### src/design/lwbc_pkg.sv
`timescale 1ns / 1ps

package lwbc_pkg;

    localparam int POOL_SLOTS_DEF = 16;

    localparam logic [1:0] OP_READ  = 2'd0;
    localparam logic [1:0] OP_WRITE = 2'd1;
    localparam logic [1:0] OP_FLUSH = 2'd2;
    localparam logic [1:0] OP_CLEAR = 2'd3;

    localparam logic [1:0] KIND_HIT       = 2'd0;
    localparam logic [1:0] KIND_FILL      = 2'd1;
    localparam logic [1:0] KIND_WRITEBACK = 2'd2;

    localparam logic [1:0] SCOPE_ALL  = 2'd0;
    localparam logic [1:0] SCOPE_FILE = 2'd1;
    localparam logic [1:0] SCOPE_POS  = 2'd2;

    // Contents of one cache slot as it travels around the ring.
    typedef struct packed {
        logic        valid;
        logic        dirty;
        logic [7:0]  file;
        logic [31:0] pos;
        logic [15:0] len;
        logic [31:0] stamp;
    } t_slot;

    typedef struct packed {
        logic [1:0]  kind;
        logic [3:0]  slot;
        logic [7:0]  file;
        logic [31:0] pos;
        logic [15:0] len;
    } t_res;

    typedef enum logic [2:0] {
        ST_IDLE,
        ST_SCAN,
        ST_APPLY,
        ST_FLUSH,
        ST_DONE
    } t_state;

endpackage

### src/design/lru_writeback_block_cache_unit.sv
`timescale 1ns / 1ps

// Channel | Direction | Handshake                  | Payload
// input   | in        | i_in_valid / o_in_stall    | op, file_id, position, block_length, scope
// output  | out       | o_out_valid / i_out_stall  | result_kind, slot, res_*, last
//
// The slots live in a ring of cells that rotates one place per cycle while an item is worked on,
// so the head cell sees the slots in index order and a full rotation restores the original order.
// A read or write takes two rotations (search, then update) and a done step, with the ring held
// in place once for a dirty victim; a flush or clear takes one rotation and a done step.
// The ring freezes while the output register holds an item that is stalled.
// Reset is synchronous and active low; it empties every slot and zeroes the use clock.
// One item is worked on at a time; o_in_stall is high until its results are all queued.
module lru_writeback_block_cache_unit #(
    parameter int POOL_SLOTS = lwbc_pkg::POOL_SLOTS_DEF
) (
    input  logic        i_clk,
    input  logic        i_rst_n,
    input  logic        i_in_valid,
    output logic        o_in_stall,
    input  logic [1:0]  i_op,
    input  logic [7:0]  i_file_id,
    input  logic [31:0] i_position,
    input  logic [15:0] i_block_length,
    input  logic [1:0]  i_scope,
    output logic        o_out_valid,
    input  logic        i_out_stall,
    output logic [1:0]  o_result_kind,
    output logic [3:0]  o_slot,
    output logic [7:0]  o_res_file,
    output logic [31:0] o_res_position,
    output logic [15:0] o_res_length,
    output logic        o_last
);

    localparam int IW = $clog2(POOL_SLOTS);
    localparam logic [IW-1:0] LAST_IDX = IW'(POOL_SLOTS - 1);

    lwbc_pkg::t_slot w_slot [POOL_SLOTS];
    lwbc_pkg::t_slot w_fb;
    lwbc_pkg::t_slot w_head;
    logic            w_shift;
    logic            w_end;
    logic            w_adv;
    logic            w_accept;

    // The tail cell receives the (possibly updated) head; every other cell its neighbor.
    for (genvar k = 0; k < POOL_SLOTS; k++) begin : g_ring
        lwbc_pkg::t_slot w_in;
        if (k == POOL_SLOTS - 1) begin : g_tail
            assign w_in = w_fb;
        end else begin : g_body
            assign w_in = w_slot[k+1];
        end
        lwbc_cell u_cell (
            .i_clk   (i_clk),
            .i_rst_n (i_rst_n),
            .i_shift (w_shift),
            .i_slot  (w_in),
            .o_slot  (w_slot[k])
        );
    end

    assign w_head = w_slot[0];

    lwbc_pkg::t_state r_state, n_state;
    logic [IW-1:0]    r_cnt, n_cnt;
    logic [1:0]       r_op, n_op;
    logic [7:0]       r_file, n_file;
    logic [31:0]      r_pos, n_pos;
    logic [15:0]      r_len, n_len;
    logic [1:0]       r_scope, n_scope;
    logic [31:0]      r_clk_use, n_clk_use;
    logic             r_hit_f, n_hit_f;
    logic [IW-1:0]    r_hit_idx, n_hit_idx;
    logic             r_free_f, n_free_f;
    logic [IW-1:0]    r_free_idx, n_free_idx;
    logic [31:0]      r_min, n_min;
    logic [IW-1:0]    r_min_idx, n_min_idx;
    logic             r_wb_done, n_wb_done;
    logic             r_pend_v, n_pend_v;
    lwbc_pkg::t_res   r_pend, n_pend;
    logic             r_out_v, n_out_v;
    lwbc_pkg::t_res   r_out, n_out;
    logic             r_out_last, n_out_last;

    logic             w_emit;
    lwbc_pkg::t_res   w_res;
    logic [IW-1:0]    w_target;
    logic [IW+3:0]    w_slot_wide;
    logic             w_match;
    logic             w_insc;

    assign w_adv      = !r_out_v || !i_out_stall;
    assign o_in_stall = (r_state != lwbc_pkg::ST_IDLE);
    assign w_accept   = i_in_valid && !o_in_stall;
    assign w_end      = w_shift && (r_cnt == LAST_IDX);
    assign w_target   = r_hit_f ? r_hit_idx : (r_free_f ? r_free_idx : r_min_idx);
    assign w_slot_wide = {4'b0, r_cnt};
    assign w_match    = w_head.valid && (w_head.file == r_file) && (w_head.pos == r_pos);

    always_comb begin
        case (r_scope)
            lwbc_pkg::SCOPE_ALL:  w_insc = w_head.valid;
            lwbc_pkg::SCOPE_FILE: w_insc = w_head.valid && (w_head.file == r_file);
            lwbc_pkg::SCOPE_POS:  w_insc = w_match;
            default:              w_insc = 1'b0;
        endcase
    end

    // Next state.
    always_comb begin
        n_state = r_state;
        case (r_state)
            lwbc_pkg::ST_IDLE: begin
                if (w_accept) begin
                    n_state = (i_op == lwbc_pkg::OP_READ || i_op == lwbc_pkg::OP_WRITE)
                              ? lwbc_pkg::ST_SCAN : lwbc_pkg::ST_FLUSH;
                end
            end
            lwbc_pkg::ST_SCAN: begin
                if (w_end) n_state = lwbc_pkg::ST_APPLY;
            end
            lwbc_pkg::ST_APPLY, lwbc_pkg::ST_FLUSH: begin
                if (w_end) n_state = lwbc_pkg::ST_DONE;
            end
            lwbc_pkg::ST_DONE: begin
                if (!r_pend_v || w_adv) n_state = lwbc_pkg::ST_IDLE;
            end
            default: n_state = lwbc_pkg::ST_IDLE;
        endcase
    end

    // Ring control, scan bookkeeping and result queueing.
    always_comb begin
        n_cnt      = r_cnt;
        n_op       = r_op;
        n_file     = r_file;
        n_pos      = r_pos;
        n_len      = r_len;
        n_scope    = r_scope;
        n_clk_use  = r_clk_use;
        n_hit_f    = r_hit_f;
        n_hit_idx  = r_hit_idx;
        n_free_f   = r_free_f;
        n_free_idx = r_free_idx;
        n_min      = r_min;
        n_min_idx  = r_min_idx;
        n_wb_done  = r_wb_done;
        n_pend_v   = r_pend_v;
        n_pend     = r_pend;
        n_out_v    = r_out_v;
        n_out      = r_out;
        n_out_last = r_out_last;
        w_fb       = w_head;
        w_shift    = 1'b0;
        w_emit     = 1'b0;
        w_res.kind = lwbc_pkg::KIND_HIT;
        w_res.slot = w_slot_wide[3:0];
        w_res.file = w_head.file;
        w_res.pos  = w_head.pos;
        w_res.len  = w_head.len;

        case (r_state)
            lwbc_pkg::ST_IDLE: begin
                if (w_accept) begin
                    n_op      = i_op;
                    n_file    = i_file_id;
                    n_pos     = i_position;
                    n_len     = i_block_length;
                    n_scope   = i_scope;
                    n_hit_f   = 1'b0;
                    n_free_f  = 1'b0;
                    n_wb_done = 1'b0;
                end
            end
            lwbc_pkg::ST_SCAN: begin
                if (w_adv) begin
                    w_shift = 1'b1;
                    if (w_match && !r_hit_f) begin
                        n_hit_f   = 1'b1;
                        n_hit_idx = r_cnt;
                    end
                    if (!w_head.valid && !r_free_f) begin
                        n_free_f   = 1'b1;
                        n_free_idx = r_cnt;
                    end
                    // Strict compare keeps the lowest index among equal stamps.
                    if (r_cnt == '0 || w_head.stamp < r_min) begin
                        n_min     = w_head.stamp;
                        n_min_idx = r_cnt;
                    end
                end
            end
            lwbc_pkg::ST_APPLY: begin
                if (w_adv) begin
                    w_shift = 1'b1;
                    if (r_cnt == w_target) begin
                        if (r_hit_f) begin
                            if (w_head.stamp != r_clk_use) begin
                                n_clk_use   = r_clk_use + 32'd1;
                                w_fb.stamp  = r_clk_use + 32'd1;
                            end
                            if (r_op == lwbc_pkg::OP_WRITE) w_fb.dirty = 1'b1;
                            w_emit = 1'b1;
                        end else if (!r_free_f && w_head.dirty && !r_wb_done) begin
                            // Dirty victim: report its writeback and hold the ring in place.
                            w_shift    = 1'b0;
                            n_wb_done  = 1'b1;
                            w_emit     = 1'b1;
                            w_res.kind = lwbc_pkg::KIND_WRITEBACK;
                        end else begin
                            n_clk_use  = r_clk_use + 32'd1;
                            w_fb.valid = 1'b1;
                            w_fb.dirty = (r_op == lwbc_pkg::OP_WRITE);
                            w_fb.file  = r_file;
                            w_fb.pos   = r_pos;
                            w_fb.len   = r_len;
                            w_fb.stamp = r_clk_use + 32'd1;
                            w_emit     = 1'b1;
                            w_res.kind = lwbc_pkg::KIND_FILL;
                            w_res.file = r_file;
                            w_res.pos  = r_pos;
                            w_res.len  = r_len;
                        end
                    end
                end
            end
            lwbc_pkg::ST_FLUSH: begin
                if (w_adv) begin
                    w_shift = 1'b1;
                    if (w_insc && w_head.dirty) begin
                        w_emit     = 1'b1;
                        w_res.kind = lwbc_pkg::KIND_WRITEBACK;
                        w_fb.dirty = 1'b0;
                    end
                    if (w_insc && r_op == lwbc_pkg::OP_CLEAR) w_fb.valid = 1'b0;
                end
            end
            default: begin
            end
        endcase

        if (w_shift) n_cnt = (r_cnt == LAST_IDX) ? '0 : r_cnt + 1'b1;

        // One result is held back so that the final one can carry the last flag.
        if (!i_out_stall) n_out_v = 1'b0;
        if (w_emit) begin
            if (r_pend_v) begin
                n_out      = r_pend;
                n_out_last = 1'b0;
                n_out_v    = 1'b1;
            end
            n_pend   = w_res;
            n_pend_v = 1'b1;
        end
        if (r_state == lwbc_pkg::ST_DONE && r_pend_v && w_adv) begin
            n_out      = r_pend;
            n_out_last = 1'b1;
            n_out_v    = 1'b1;
            n_pend_v   = 1'b0;
        end
    end

    always_ff @(posedge i_clk) begin
        if (!i_rst_n) begin
            r_state   <= lwbc_pkg::ST_IDLE;
            r_cnt     <= '0;
            r_clk_use <= '0;
            r_hit_f   <= 1'b0;
            r_free_f  <= 1'b0;
            r_wb_done <= 1'b0;
            r_pend_v  <= 1'b0;
            r_out_v   <= 1'b0;
        end else begin
            r_state   <= n_state;
            r_cnt     <= n_cnt;
            r_clk_use <= n_clk_use;
            r_hit_f   <= n_hit_f;
            r_free_f  <= n_free_f;
            r_wb_done <= n_wb_done;
            r_pend_v  <= n_pend_v;
            r_out_v   <= n_out_v;
        end
    end

    always_ff @(posedge i_clk) begin
        r_op       <= n_op;
        r_file     <= n_file;
        r_pos      <= n_pos;
        r_len      <= n_len;
        r_scope    <= n_scope;
        r_hit_idx  <= n_hit_idx;
        r_free_idx <= n_free_idx;
        r_min      <= n_min;
        r_min_idx  <= n_min_idx;
        r_pend     <= n_pend;
        r_out      <= n_out;
        r_out_last <= n_out_last;
    end

    assign o_out_valid    = r_out_v;
    assign o_result_kind  = r_out.kind;
    assign o_slot         = r_out.slot;
    assign o_res_file     = r_out.file;
    assign o_res_position = r_out.pos;
    assign o_res_length   = r_out.len;
    assign o_last         = r_out_last;

`ifndef SYNTHESIS
    a_pend_busy: assert property (@(posedge i_clk) disable iff (!i_rst_n)
        !(r_state == lwbc_pkg::ST_IDLE && r_pend_v))
        else $error("held result left behind in idle");

    a_wb_apply: assert property (@(posedge i_clk) disable iff (!i_rst_n)
        r_wb_done |-> (r_state != lwbc_pkg::ST_SCAN && r_state != lwbc_pkg::ST_FLUSH))
        else $error("victim writeback flag still set during a scan");

    a_accept_busy: assert property (@(posedge i_clk) disable iff (!i_rst_n)
        w_accept |=> r_state != lwbc_pkg::ST_IDLE)
        else $error("accepted item did not start work");
`endif

endmodule

### src/design/lwbc_cell.sv
`timescale 1ns / 1ps

// One slot of the ring. It takes its neighbor's contents whenever the ring shifts.
module lwbc_cell (
    input  logic           i_clk,
    input  logic           i_rst_n,
    input  logic           i_shift,
    input  lwbc_pkg::t_slot i_slot,
    output lwbc_pkg::t_slot o_slot
);

    lwbc_pkg::t_slot r_slot;

    always_ff @(posedge i_clk) begin
        if (!i_rst_n) begin
            r_slot.valid <= 1'b0;
            r_slot.dirty <= 1'b0;
            r_slot.stamp <= '0;
        end else if (i_shift) begin
            r_slot <= i_slot;
        end
    end

    assign o_slot = r_slot;

endmodule
### config.mk
export PLATFORM = sky130hd
export DESIGN_NAME = lru_writeback_block_cache_unit
export DESIGN_NICKNAME = d
export VERILOG_FILES = /design/src/design/lwbc_pkg.sv /design/src/design/lru_writeback_block_cache_unit.sv /design/src/design/lwbc_cell.sv
export SDC_FILE = /design/constraint.sdc
export NUM_CORES = 2
export LEC_CHECK = 0
export ABC_CLOCK_PERIOD_IN_PS = 22900
export BUFFER_PORTS_ARGS = -buffer_cell sky130_fd_sc_hd__buf_2
export CORE_MARGIN = 2
export CORE_UTILIZATION = 55
export DETAILED_ROUTE_END_ITERATION = 8
export GPL_ROUTABILITY_DRIVEN = 0
export GPL_TIMING_DRIVEN = 0
export PLACE_DENSITY_LB_ADDON = 0.08
export SLEW_MARGIN = 5
export SYNTH_ARGS = -nofsm -noshare
export SYNTH_HDL_FRONTEND = slang
export SYNTH_SLANG_ARGS = --single-unit
### constraint.sdc
create_clock -name i_clk -period 22.9 [get_ports i_clk]
set_input_delay 4.58 -clock i_clk [delete_from_list [all_inputs] [get_ports i_clk]]
set_output_delay 4.58 -clock i_clk [all_outputs]
set_load 0.03 [all_outputs]
# [Word-level counts from Yosys, hierarchy flattened]
# Cells that the tools add are included.
[totals] regBits=1713 latch_bits=0 ram_bits=0 rom_bits=0 input_bits=64 out_inout_bits=65 word_cells=272 mem_count=0
[op_classes] n_addsub=2 mul=0 n_div=0 order_cmp=1 n_eq_ne=27 n_shift=0 n_mux=69 bitwise_logic=1 reduce_logical=48
[op_table] operator="$mux 56" n=6
[op_table] operator="$mux 90" n=3
[op_table] operator="$mux 62" n=3
[op_table] operator="$mux 32" n=5
[op_table] operator="$mux 88" n=1
[op_table] operator="$add 32x1->32 const B" n=1
[op_table] operator="$eq 32x32->1" n=1
[op_table] operator="$lt 32x32->1" n=1
[op_table] operator="$ne 32x32->1" n=1
[op_table] operator="$mux 1" n=27
[op_table] operator="$ne 2x2->1 const B" n=12
[op_table] operator="$mux 2" n=8
[op_table] operator="$logic_and 1x1->1" n=12
[op_table] operator="$mux 3" n=4
[op_table] operator="$mux 4" n=3
[op_table] operator="$pmux 3 s4" n=1
[op_table] operator="$reduce_and 4->1" n=3
[op_table] operator="$pmux 1 s2" n=5
[op_table] operator="$reduce_and 3->1" n=3
[op_table] operator="$eq 8x8->1" n=1
[op_table] operator="$logic_not 1->1" n=8
[op_table] operator="$pmux 2 s2" n=2
[op_table] operator="$reduce_and 2->1" n=4
[op_table] operator="$reduce_bool 2->1" n=4
[op_table] operator="other kinds (19)" n=29

# [Depth between registers and ports, before layout]
[logic_depth] word_depth=11 ltp_mapped=11 mapped_depth_nobuf=9

# [By module]
# Synthesis repeated with hierarchy kept, for this count alone.
[hier_totals] hier_cells=3600 hier_area_um2=60370.4
[by_module_without_submodules] module="lwbc_cell" n_inst=16 cells_each=166 area_per_inst_um2=3004.1 seq_area_each_um2=2362.3
[by_module_without_submodules] module="lru_writeback_block_cache_unit" n_inst=1 cells_each=944 area_per_inst_um2=12304.3 seq_area_each_um2=7747.4

# [Least setup slack after synthesis]
# No wires, ideal clock.
[synth_path] path_type="input port to flip-flop" start="input i_out_stall" end="register g_ring[0].u_cell.r_slot, in the netlist g_ring[0].u_cell.o_slot[32], enable pin" setup_ns=1.233 arrival_time_ns=22.642 t_required_ns=21.667 setup_slack_ns=-0.975 cell_stages=6 path_buffers=2 cell_sequence="and2_1 buf_2 a2111oi_4 nand2_1 clkbuf_1 inv_1"
[synth_via] elab_chain_len=5 word_cells_on_any_way=6 cone_classes="mux (3); reduce/logical (3)"
[synth_lines] item="start, declared" line_no="lru_writeback_block_cache_unit.sv:27" rtl="input logic i_out_stall,"
[synth_lines] item="$logic_not 1->1 (*)"
[synth_lines] item="$logic_or 1x1->1 (*)" line_no="lru_writeback_block_cache_unit.sv:94" rtl="assign w_adv = !r_out_v || !i_out_stall;"
[synth_lines] item="$mux 1, on equally long branches" line_no="lru_writeback_block_cache_unit.sv:178, lru_writeback_block_cache_unit.sv:230, lru_writeback_block_cache_unit.sv:196"
[synth_lines] item="$pmux 1 s2 (*)" line_no="lru_writeback_block_cache_unit.sv:164" rtl="case (r_state)"
[synth_lines] item="$reduce_and 2->1 (no line) (*)"
[synth_lines] item="end signal, assigned" line_no="lwbc_cell.sv:20" rtl="r_slot <= i_slot;"
[synth_lines] item="end, declared" line_no="lwbc_cell.sv:12" rtl="lwbc_pkg::t_slot r_slot;"
# Mark *: on every way between the ends. The rest lies on a longest branch, timed or not.
# A chain may end at the register's enable or synchronous reset.

# [Final worst setup path]
[layout_path] start="input i_out_stall" end="register r_out, in the netlist o_res_position[23], enable pin"
[layout_via] elab_chain_len=6 word_cells_on_any_way=9 cone_classes="mux (3); reduce/logical (6)"
[layout_lines] item="$logic_not 1->1 (*)"
[layout_lines] item="$logic_or 1x1->1 (*)" line_no="lru_writeback_block_cache_unit.sv:94"
[layout_lines] item="$mux 1, on equally long branches" line_no="lru_writeback_block_cache_unit.sv:230, lru_writeback_block_cache_unit.sv:196"
[layout_lines] item="$pmux 1 s2" line_no="lru_writeback_block_cache_unit.sv:164"
[layout_lines] item="$reduce_bool 2->1 (no line)"
[layout_lines] item="$reduce_and 2->1 (no line) (*)"
[layout_lines] item="end signal, assigned" line_no="lru_writeback_block_cache_unit.sv:298" rtl="r_out <= n_out;"
[layout_lines] item="end, declared" line_no="lru_writeback_block_cache_unit.sv:84" rtl="lwbc_pkg::t_res r_out, n_out;"
# Marked as above.

==> flow_summary_export.csv <==
group,metric,value,unit
die,coreArea,0.1038,mm²
clocking,cts.path.max_buffers,3,
worst_setup_path,cp-start-kind,"primary input",
yosys,synth_warnings,0,
grt,overflow,0,
grt,grt_max_degree,47,
final_layout,final_util,63.49,%
power_and_ir_drop,p_leak,21.71,nW
die,die_area,0.1075,mm²
worst_setup_path,crit_type,"primary input to flip-flop",
final_layout,fin_nets,4570,
sta,fin_crit_sh,33.66,%
sta,rsz0062_at_grt,"no",
route,drt_pre_antenna_iters,5,
worst_setup_path,end_kind,"flip-flop",
sta,skew,0.03544,ns
yosys,synth_cells,4151,
clocking,cts_hold_buffers,0,
yosys,synth-edff-count,1124,
route,routedWlPerCell,18.88,µm
clocking,cts.clk_slew.worst_paths,0.06,ns
route,drt-initial-drc-count,2464,
clocking,cts-root-buf,"clkbuf_16",
clocking,cts_buffers,163,
yosys,async_flop_share,0,%
grt,grt_pass1_wl,172500,µm
sta,setup_viol,0,
die,die-width,327.9,µm
placed_design,hpwl,75790,µm
clocking,clock-sinks,1713,
worst_setup_path,crit_chain,"buf_2 -> and2_1 -> buf_2 -> or3_1 -> clkbuf_1 -> nor4_4 -> clkbuf_1 -> o21ai_0 -> nand2_4 -> buf_16",
die,die_y,327.9,µm
clocking,cts_resized,0,
clocking,post_cts_buffers,0,
route,vias_per_cell,5.245,
yosys,synth.avg_cell_area,13.90,µm²
worst_setup_path,path_max_fanout,33,
sta,layout_min_cycle_time,7.707,ns
power_and_ir_drop,max-vdd-ir-drop,0.07981,mV
yosys,synth_area_leaders,"edfxtp_1, dfxtp_1, nand2_1",
route,drc,0,
worst_setup_path,worst_path_max_delay_cell,"nor4_4",
clocking,clk_latency,0.77,ns
sta,hold_violations,0,
clocking,h-tree-depth,4,
run,maxCapViolations,0,
worst_setup_path,cpPeakStageDelay,0.70,ns
final_layout,nFillCells,7831,
yosys,ys_dominant_reg_cell,"edfxtp_1",
die,rows,118,
yosys,yosysSeqAreaShare,78.92,%
worst_setup_path,required,23.33,ns
yosys,synth_largest_area_cell,"edfxtp_1",
clocking,cts_tree,"done",
grt,grt_pass1_vias,30110,
sta,report.final.slew_viol_count,0,
power_and_ir_drop,p_total,6.417,mW
sta,slew_headroom,17.80,%
route,ant_nets,0,
sta,worst_pin_slew,1.222,ns
die,start_util,55.60,%
route,drt_wl_total,113100,µm
final_layout,layout_commonest_cell,"edfxtp_1",
worst_setup_path,crit_arrival,8.13,ns
yosys,ys_seq_elements,1713,
die,ios,129,
route,vias,31420,
yosys,synth_area,0.05771,mm²
final_layout,layout-drive-gt1-share,12.02,%
grt,antenna_found_initial,10,
final_layout,layout_common_cells,"edfxtp_1, nand2_1, dfxtp_1",
sta,max_freq,129.7,MHz
yosys,syn_nets,4249,
final_layout,syn_to_final_growth,14.20,%
grt,grt_usage,21.10,%
power_and_ir_drop,p_per_area,97.36,mW/mm²
yosys,yosysTopAreaCellShare,58.49,%
placed_design,port_buffers,128,
hold_path,min_path_type,"flip-flop to flip-flop",
yosys,ys_types,55,
outcome,status,"finished clean",
## cell families after synthesis
logic type,count (synthesis),synth area share [%]
AOI/OAI and AO/OA,649,5.928
xor gates and xnor gates,121,1.836
adders and majority gates,34,0.7372
buffers and inverters,274,2.073
DFF,1713,78.92
muxes,82,1.546
and+or+nand+nor,1278,8.959
## path summary, 6_finish.rpt
kind         slack (ns)  cells after the start                         from                     endpoint
max               15.19                     10                  i_out_stall           o_res_position[23]
min                0.40                      0  g_ring[4].u_cell.o_slot[41]  g_ring[3].u_cell.o_slot[41]
max reg2reg       17.97                     15                     r_free_f  g_ring[4].u_cell.o_slot[63]
min reg2reg        0.40                      0  g_ring[4].u_cell.o_slot[41]  g_ring[3].u_cell.o_slot[41]
## power by group
group | switching (mW) | total [mW] | internal, mW | leakage [nW]
clock | 1.12 | 2.61 | 1.48 | 2.54
combinational | 0.242 | 0.315 | 0.0732 | 3.98
sequential | 0.0394 | 3.50 | 3.46 | 15.2
total | 1.41 | 6.42 | 5.01 | 21.7
## cell usage after synthesis (20+ instances only)
library cell / count
edfxtp_1: 1124
nand2_1: 1065
dfxtp_1: 589
a21oi_1: 537
buf_2: 122
clkbuf_1: 95
xnor2_1: 95
nand3_1: 73
o21ai_0: 59
inv_1: 48
mux2_2: 37
nor2_1: 36
ha_1: 34
nand4_1: 28
xor2_1: 26
mux2i_1: 25
mux2_1: 20
## critical path: cells and delay by family
| family | cells | cell delay [ns] |
|---|---|---|
| buf+inv | 5 | 1.41 |
| simple gates | 4 | 1.67 |
| compound gates | 1 | 0.39 |
## layout make-up
cell class              count  area, µm²  share of cell area (%)
flip-flops and latches   1713      45540                   69.11
clock buffers             218       4428                   6.719
repair buffers            156       1204                   1.826
well taps                1380       1727                   2.620
diodes                      3      7.507                 0.01139
inverters                  49      192.7                  0.2924
clock inverters            83      803.3                   1.219
plain buffers             225       1012                   1.536
multi-input cells        2164      10980                   16.67
## per-stage QoR
| stage | std cells | setup slack (ns) | TNS, ns | instance area [µm²] | hold WS (ns) |
|---|---|---|---|---|---|
| after floorplan | 4151 | 3.613 | 0 | 57710 | 0.4003 |
| after global routing | 5989 | 15.06 | 0 | 65900 | 0.4038 |
| after CTS | 5988 | 15.30 | 0 | 65890 | 0.4030 |
| after global placement | 5659 | -1.937 | -1626.64 | 60080 | 0.4002 |
| after detailed placement | 5687 | 14.48 | 0 | 60660 | 0.4045 |
| final | 5991 | 15.19 | 0 | 65900 | 0.4019 |
## layer usage
metal / up-vias / share of wire (%) / global-route usage, %
li1: 15260 / - / -
met1: 15300 / 47 / 31.05
met2: 678 / 44 / 31.25
met3: 177 / 5.9 / 4.680
met4: 8 / 2.6 / 7.260
met5: - / 0.041 / 0
## sequential cells by signal (all words and copies together), names as in the netlist, 2 cells and up
| name | flops |
|---|---|
| r_min | 32 |
| r_op | 2 |
| r_clk_use | 32 |
| o_result_kind | 2 |
| r_free_idx | 4 |
| o_res_position | 32 |
| r_min_idx | 4 |
| r_pend | 62 |
| o_slot | 4 |
| r_file | 8 |
| r_pos | 32 |
| r_cnt | 4 |
| o_res_length | 16 |
| g_ring.u_cell.o_slot | 1440 |
| r_hit_idx | 4 |
| r_scope | 2 |
| o_res_file | 8 |
| r_state | 3 |
| r_len | 16 |
No activity file was read; power rests on OpenSTA's default activity.
